--- config.mk ---
export PLATFORM = sky130hd
export DESIGN_NAME = ipv4_tcp_checksum_fill
export DESIGN_NICKNAME = d
export VERILOG_FILES = /design/src/sv/itcf_pkg.sv /design/src/sv/itcf_accum.sv /design/src/sv/ipv4_tcp_checksum_fill.sv
export SDC_FILE = /design/constraint.sdc
export NUM_CORES = 1
export LEC_CHECK = 0
export ABC_CLOCK_PERIOD_IN_PS = 7450
export BUFFER_PORTS_ARGS = -buffer_cell sky130_fd_sc_hd__clkbuf_2
export CORE_ASPECT_RATIO = 0.6
export CORE_MARGIN = 4
export CORE_UTILIZATION = 49
export CTS_BUF_LIST = sky130_fd_sc_hd__clkbuf_8
export DETAILED_ROUTE_END_ITERATION = 16
export GPL_ROUTABILITY_DRIVEN = 0
export PLACE_DENSITY = 0.66
export SYNTH_ARGS = -nofsm -noshare
export SYNTH_HDL_FRONTEND = slang
export SYNTH_SLANG_ARGS = --single-unit
--- constraint.sdc ---
create_clock -name clock -period 7.45 [get_ports clock]
set_input_delay 1.49 -clock clock [delete_from_list [all_inputs] [get_ports clock]]
set_output_delay 1.49 -clock clock [all_outputs]
set_load 0.1 [all_outputs]
--- src/sv/itcf_pkg.sv ---
// Shared constants, types and one's-complement helpers for the checksum fill block.
`default_nettype none

package itcf_pkg;

   localparam int CountWidth = 17;

   localparam logic [CountWidth-1:0] COUNT_MAX   = '1;
   localparam logic [CountWidth-1:0] HDR_LEN     = 17'd20;
   localparam logic [CountWidth-1:0] CSUM_OFF_IP = 17'd10;
   localparam logic [CountWidth-1:0] CSUM_OFF_TCP = 17'd36;
   localparam logic [CountWidth-1:0] ADDR_START  = 17'd12;
   localparam logic [CountWidth:0]   MIN_LEN     = 18'd40;
   localparam logic [CountWidth:0]   MAX_LEN     = 18'd65535;
   localparam logic [15:0]           PROTO_WORD  = 16'h0006;
   localparam logic [15:0]           HDR_LEN16   = 16'd20;

   // Sums, length and error flag from the accumulator to the finishing stage at packet end.
   typedef struct packed {
      logic [15:0] header_sum;
      logic [15:0] segment_sum;
      logic [15:0] segment_length;
      logic        length_error;
   } tail_type;

   // 16-bit one's-complement add with end-around carry.
   function automatic logic [15:0] ones_add(input logic [15:0] a, input logic [15:0] b);
      logic [16:0] s;
      s = {1'b0, a} + {1'b0, b};
      return s[15:0] + {15'd0, s[16]};
   endfunction

   // A zero sum is taken as 0xffff before inversion, so the result is zero there.
   function automatic logic [15:0] finish(input logic [15:0] s);
      return (s == 16'd0) ? 16'd0 : ~s;
   endfunction

endpackage

`default_nettype wire

--- src/sv/itcf_accum.sv ---
// Per-byte accumulator: byte count, header sum, segment sum and pending high byte.
`default_nettype none

module itcf_accum (
   input  wire logic               clock,
   input  wire logic               reset,
   input  wire logic               step,
   input  wire logic [7:0]         data_byte,
   input  wire logic               last_byte,
   output itcf_pkg::tail_type      tail
);

   logic [itcf_pkg::CountWidth-1:0] byte_count_ff, byte_count_in;
   logic [15:0]                     header_sum_ff, header_sum_in;
   logic [15:0]                     segment_sum_ff, segment_sum_in;
   logic [7:0]                      pending_ff, pending_in;

   logic                            odd;
   logic                            take;
   logic [itcf_pkg::CountWidth-1:0] start;
   logic [15:0]                     word;
   logic                            hdr_hit;
   logic                            seg_hit;
   logic [15:0]                     hsum_new;
   logic [15:0]                     ssum_new;
   logic [itcf_pkg::CountWidth:0]   total;

   always_comb begin
      odd   = byte_count_ff[0];
      take  = odd || last_byte;
      start = {byte_count_ff[itcf_pkg::CountWidth-1:1], 1'b0};
      word  = odd ? {pending_ff, data_byte} : {data_byte, 8'h00};
      hdr_hit = (start < itcf_pkg::HDR_LEN) && (start != itcf_pkg::CSUM_OFF_IP);
      seg_hit = (start >= itcf_pkg::ADDR_START) && (start != itcf_pkg::CSUM_OFF_TCP);
      hsum_new = (take && hdr_hit) ? itcf_pkg::ones_add(header_sum_ff, word) : header_sum_ff;
      ssum_new = (take && seg_hit) ? itcf_pkg::ones_add(segment_sum_ff, word)
                                   : segment_sum_ff;
      total = {1'b0, byte_count_ff} + {{itcf_pkg::CountWidth{1'b0}}, 1'b1};

      tail.header_sum     = hsum_new;
      tail.segment_sum    = ssum_new;
      tail.segment_length = total[15:0] - itcf_pkg::HDR_LEN16;
      tail.length_error   = (total < itcf_pkg::MIN_LEN) || (total > itcf_pkg::MAX_LEN);
   end

   always_comb begin
      byte_count_in  = byte_count_ff;
      header_sum_in  = header_sum_ff;
      segment_sum_in = segment_sum_ff;
      pending_in     = pending_ff;
      if (step) begin
         if (last_byte) begin
            byte_count_in  = '0;
            header_sum_in  = '0;
            segment_sum_in = '0;
            pending_in     = '0;
         end else begin
            // The count sticks at its maximum so an overlong packet still ends in error.
            if (byte_count_ff != itcf_pkg::COUNT_MAX) begin
               byte_count_in = byte_count_ff + 1'b1;
            end
            header_sum_in  = hsum_new;
            segment_sum_in = ssum_new;
            if (!odd) begin
               pending_in = data_byte;
            end
         end
      end
   end

   always_ff @(posedge clock) begin
      if (reset) begin
         byte_count_ff  <= '0;
         header_sum_ff  <= '0;
         segment_sum_ff <= '0;
         pending_ff     <= '0;
      end else begin
         byte_count_ff  <= byte_count_in;
         header_sum_ff  <= header_sum_in;
         segment_sum_ff <= segment_sum_in;
         pending_ff     <= pending_in;
      end
   end

endmodule

`default_nettype wire

--- src/sv/ipv4_tcp_checksum_fill.sv ---
// Throughput: one packet byte per cycle; a last byte stalls only while the tail stage is blocked.
// Bytes run through an input register and the per-byte sum update; a last byte's sums
// pass a tail register, gain the pseudo-header words and land in the result register.
// Synchronous reset clears the byte count, both sums and every valid flag.
`default_nettype none

module ipv4_tcp_checksum_fill (
   input  wire logic        clock,
   input  wire logic        reset,
   input  wire logic        req_valid,
   output logic             req_ready,
   input  wire logic [7:0]  req_data_byte,
   input  wire logic        req_last_byte,
   output logic             rsp_valid,
   input  wire logic        rsp_ready,
   output logic [15:0]      rsp_ip_header_checksum,
   output logic [15:0]      rsp_tcp_segment_checksum,
   output logic             rsp_length_error
);

   logic               in_valid_ff;
   logic [7:0]         in_data_ff;
   logic               in_last_ff;
   logic               fin_valid_ff;
   itcf_pkg::tail_type fin_ff;
   logic               out_valid_ff;
   logic [15:0]        out_ip_ff, out_ip_in;
   logic [15:0]        out_tcp_ff, out_tcp_in;
   logic               out_err_ff;

   logic               out_free;
   logic               fin_free;
   logic               in_go;
   logic               in_free;
   itcf_pkg::tail_type tail;
   logic [15:0]        seg_proto;
   logic [15:0]        seg_full;

   always_comb begin
      out_free  = !out_valid_ff || rsp_ready;
      fin_free  = !fin_valid_ff || out_free;
      // Only a last byte needs room further down; other bytes just update the sums.
      in_go     = in_valid_ff && (!in_last_ff || fin_free);
      in_free   = !in_valid_ff || in_go;
      req_ready = in_free;
   end

   itcf_accum u_accum (
      .clock     (clock),
      .reset     (reset),
      .step      (in_go),
      .data_byte (in_data_ff),
      .last_byte (in_last_ff),
      .tail      (tail)
   );

   always_comb begin
      seg_proto = itcf_pkg::ones_add(fin_ff.segment_sum, itcf_pkg::PROTO_WORD);
      seg_full  = itcf_pkg::ones_add(seg_proto, fin_ff.segment_length);
      if (fin_ff.length_error) begin
         out_ip_in  = 16'd0;
         out_tcp_in = 16'd0;
      end else begin
         out_ip_in  = itcf_pkg::finish(fin_ff.header_sum);
         out_tcp_in = itcf_pkg::finish(seg_full);
      end
   end

   always_ff @(posedge clock) begin
      if (reset) begin
         in_valid_ff  <= 1'b0;
         fin_valid_ff <= 1'b0;
         out_valid_ff <= 1'b0;
      end else begin
         if (in_free) begin
            in_valid_ff <= req_valid;
         end
         if (fin_free) begin
            fin_valid_ff <= in_go && in_last_ff;
         end
         if (out_free) begin
            out_valid_ff <= fin_valid_ff;
         end
      end
   end

   always_ff @(posedge clock) begin
      if (in_free) begin
         in_data_ff <= req_data_byte;
         in_last_ff <= req_last_byte;
      end
      if (fin_free) begin
         fin_ff <= tail;
      end
      if (out_free) begin
         out_ip_ff  <= out_ip_in;
         out_tcp_ff <= out_tcp_in;
         out_err_ff <= fin_ff.length_error;
      end
   end

   assign rsp_valid                = out_valid_ff;
   assign rsp_ip_header_checksum   = out_ip_ff;
   assign rsp_tcp_segment_checksum = out_tcp_ff;
   assign rsp_length_error         = out_err_ff;

   // A packet with a bad length reports both checksums as zero.
   a_err_zero: assert property (@(posedge clock) disable iff (reset)
      rsp_valid && rsp_length_error |->
         rsp_ip_header_checksum == 16'd0 && rsp_tcp_segment_checksum == 16'd0)
      else $error("length error beat carries a nonzero checksum");

   // The inverted sum of a nonzero value can never be all ones.
   a_ip_range: assert property (@(posedge clock) disable iff (reset)
      rsp_valid && !rsp_length_error |-> rsp_ip_header_checksum != 16'hffff)
      else $error("header checksum is all ones");

   // A last byte that moves on must land in the tail stage.
   a_last_to_tail: assert property (@(posedge clock) disable iff (reset)
      in_go && in_last_ff |=> fin_valid_ff)
      else $error("last byte lost before the tail stage");

   // The tail stage holds while the result register is blocked.
   a_tail_hold: assert property (@(posedge clock) disable iff (reset)
      fin_valid_ff && !out_free |=> fin_valid_ff && $stable(fin_ff))
      else $error("tail stage changed under a stall");

endmodule

`default_nettype wire
==> summary.md <==
| Metric | Value |
|---|---|
| Clock Skew | `0.01807 ns` |
| Met1 Usage GRT | `35.64%` |
| Static leakage | `0.004484 uW` |
| Busiest metal layer after global routing | `met1` |
| Combined buffer and inverter count along the critical path | `2` |
| Clock insertion delay at the later pin of the skew report | `0.47 ns` |
| Detailed-router iteration count before antenna repair | `5` |
| Max-slew violation count | `0` |
| Arrival time at the worst endpoint | `7.04 ns` |
| Total CTS buffers | `17` |
| Post-route setup TNS | `0 ns` |
| Post-CTS setup buffers | `0` |
| Boundary pin count | `48` |
| Met3 layer usage reported by global route | `5.443%` |
| Result of the run | `finished clean` |
| Setup repair after global routing missed its margin | `false` |
| Most area-consuming cells after synthesis | `edfxtp_1 (27%), dfxtp_1 (12%), ha_1 (7.7%)` |
| Share of flip-flops with an asynchronous set or reset | `0%` |
| Setup crit end kind | `flop` |
| Die Y | `119.8 um` |
| Number of max-cap violations | `0` |
| Post-detail-place hpwl | `18.60 mm` |
| Part of the power in the clock network | `39.5%` |
| Element type at the critical path start | `flop` |
| Sequential share of power | `51.7%` |
| Residual overflow from global routing | `0` |
| Total nets after synthesis | `1187` |
| Switching power total | `473.4 uW` |
| Share of Yosys cell area claimed by the top area cell type | `26.79%` |
| Relative contribution of combinational cells to total power | `8.8%` |
| GR met2 Demand/Resource | `25.68%` |
| Cell at the root of the clock tree | `clkbuf_8` |
| Cell count after synthesis | `1108` |
| Worst hold-check path type | `flop to flop` |
| Worst slack at placement | `0.6725 ns` |
| Placed instance count | `1391` |
| Power density over cell area | `158.6 nW/um2` |
| Area enclosed by the die boundary | `23270 um2` |
| Num Clock Sinks | `151` |
| Vias post-DR | `8385` |
| Switching part of the total power | `26.89%` |
| Average wire per standard cell | `17.24 um` |
| Layout cell share with drive strength beyond 1 | `11.91%` |
| Drt drc | `0` |
| Most instantiated library cell after synthesis | `nor2_1` |
| TritonCTS clock tree | `built` |
| Predominant post-synthesis flop cell | `edfxtp_1` |
| Average cell area after synthesis | `9.207 um2` |
| Share of the yosys chip area belonging to registers | `38.56%` |
| Number of flops mapped to enable cells by yosys | `91` |
| Worst rel slew slack | `18.48%` |
| Count of routing violations after the opening detailed-route iteration | `821` |
| Port buffer count | `47` |
| Final number of setup-violating endpoints | `0` |
| Ratio of final minimum period to clock period | `92.10%` |
| Net count of the finished layout | `1216` |
| Number of global-route vias before repair | `7250` |
| Antenna-violating nets left | `0` |
| Largest voltage drop on the vdd net | `134.1 uV` |
| Clock-pin slew on the worst setup and hold paths | `0.09 ns` |
| Least-Margin Pin Slew | `1.221 ns` |
| Largest buffer count on any clock path | `2` |
| Overall global routing resource usage | `20.97%` |
| Routed via count divided by cell count | `5.892` |
| Most area-hungry cell type in the Yosys netlist | `edfxtp_1` |
| Shortest clock period the worst path allows after layout | `6.861 ns` |
| Total core area | `20220 um2` |
| Top Family by Delay on Critical Path | `simple AND/OR/NAND/NOR gates` |
| Largest net degree at the start of global routing | `57` |
| Initial antenna violation count | `0` |
| Slowest stage cell, crit path | `or4b_4` |
| Starting density of the core | `50.45%` |
| Number of antenna repair diodes | `0` |
| Cell Count, Final, Fillers Out | `1423` |
| Category of the critical setup timing path | `flop to flop` |
| Die span in x | `194.3 um` |
| Worst-path fanout max | `15` |
| Top achievable clock speed | `0.1457 GHz` |
| Number of rows in the core area | `40` |
| Wire length reported by the detailed router | `24.53 mm` |
| Total of hold buffers inserted after clock tree synthesis | `0` |
| Count of warnings emitted by yosys | `0` |
| H-tree depth | `4` |
| Post-cts sizing count | `0` |
| CP Data Required Time | `7.62 ns` |
| Worst reg-to-reg setup slack | `0.59 ns` |
| Flop and latch count out of synthesis | `151` |
| Minimum setup slack in the final design | `0.5885 ns` |
| Commonest cells in the netlist | `nor2_1 (129), edfxtp_1 (91), nand2_1 (82)` |
| Highest cell delay on the worst timing path | `0.53 ns` |
| Pint | `1287 uW` |
| Global-route wire length before repair | `39.36 mm` |
| Distinct cell type count of the synthesized netlist | `81` |
| Area of the mapped netlist | `10200 um2` |
| Synth-to-layout area growth | `8.758%` |
| Hold Vio Cnt, Final | `0` |
## tightest hold or removal path, stage by stage, from the launching register on
cell and delay [ns]:
dfxtp_1 0.34, nand2_1 0.06, a21oi_1 0.06
## layout make-up
| class | instances | area [um2] |
|---|---|---|
| fill | 1836 | 9125 |
| multi-input combinational | 878 | 5967 |
| sequential | 151 | 3934 |
| tap | 273 | 341.6 |
| timing repair buffer | 56 | 302.8 |
| clock buffer | 17 | 234.0 |
| clock inverter | 15 | 191.4 |
| inverter | 33 | 123.9 |
## metal layers
layer / up-vias / routed length (um) / share of wire [%]
met2: 323 / 8799 / 36
li1: 4144 / - / -
met5: - / 0 / 0
met1: 3892 / 13470 / 55
met3: 26 / 2042 / 8.3
met4: 0 / 224 / 0.91
## cells in the final DEF, fill, tap and decap left out, drive strengths merged, types with 11 or more instances in the layout
cell type  netlist  layout
nor3            31      31
nand3           41      41
ha              63      63
and3            17      17
nand4           13      13
and2            17      17
nor2           129     129
or3             13      13
o21ai           56      56
inv             32      40
a211oi          11      11
mux2            14      14
edfxtp          91      91
a21o            20      20
nand2           83      83
a21oi           72      72
xor2            49      49
nor4            18      18
a22oi           35      35
clkbuf          38      64
dfxtp           60      60
xnor2           67      67
## stage by stage
stage | hold slack, ns | total power (uW) | utilization (%) | cell area [um2]
final | 0.5040 | 1760 | 54.87 | 11090
after CTS | 0.4985 | 1773 | 54.87 | 11090
after global placement | 0.4739 | 1080 | 52.77 | 10670
after global routing | 0.5145 | 1828 | 54.87 | 11090
after detailed placement | 0.4807 | 1082 | 52.77 | 10670
after floorplan | 0.4244 | 1040 | - | 10200
## power by group through the flow
| stage | Combinational (uW) | Clock [uW] | Sequential [uW] |
|---|---|---|---|
| 2_1_floorplan | 97.3 | 0 | 943 |
| 3_3_place_gp | 151 | 0 | 929 |
| 3_5_place_dp | 152 | 0 | 929 |
| 4_1_cts | 153 | 710 | 910 |
| 5_1_grt | 169 | 746 | 913 |
| 6_report | 154 | 695 | 911 |
## cells by family after synthesis
group / Yosys count / share of synthesized area (%)
AOI/OAI and AO/OA: 267 / 17.38
xor gates and xnor gates: 117 / 10.33
adders and majority gates: 66 / 8.316
buffers and inverters: 79 / 3.054
DFF: 151 / 38.56
muxes: 20 / 2.134
and+or+nand+nor: 408 / 20.23
## final timing paths
check                                          startpoint                                        end  cells past startpoint
setup / recovery                     fin_ff[22]$_DFFE_PP_  rsp_tcp_segment_checksum[2]$_SDFFCE_PP0P_                     29
hold / removal    u_accum.segment_sum_ff[12]$_SDFFE_PP0P_    u_accum.segment_sum_ff[12]$_SDFFE_PP0P_                      2
setup reg to reg                     fin_ff[22]$_DFFE_PP_  rsp_tcp_segment_checksum[2]$_SDFFCE_PP0P_                     29
hold reg to reg   u_accum.segment_sum_ff[12]$_SDFFE_PP0P_    u_accum.segment_sum_ff[12]$_SDFFE_PP0P_                      2
## state kept, by name, summed over array words and instances (netlist names)
| signal | cells |
|---|---|
| fin_ff | 49 |
| u_accum.byte_count_ff | 17 |
| rsp_ip_header_checksum | 16 |
| rsp_tcp_segment_checksum | 16 |
| u_accum.header_sum_ff | 16 |
| u_accum.segment_sum_ff | 16 |
| in_data_ff | 8 |
| u_accum.pending_ff | 8 |
| fin_valid_ff | 1 |
| in_last_ff | 1 |
| in_valid_ff | 1 |
| rsp_length_error | 1 |
| rsp_valid | 1 |
Power figures use the tool's default switching activity.
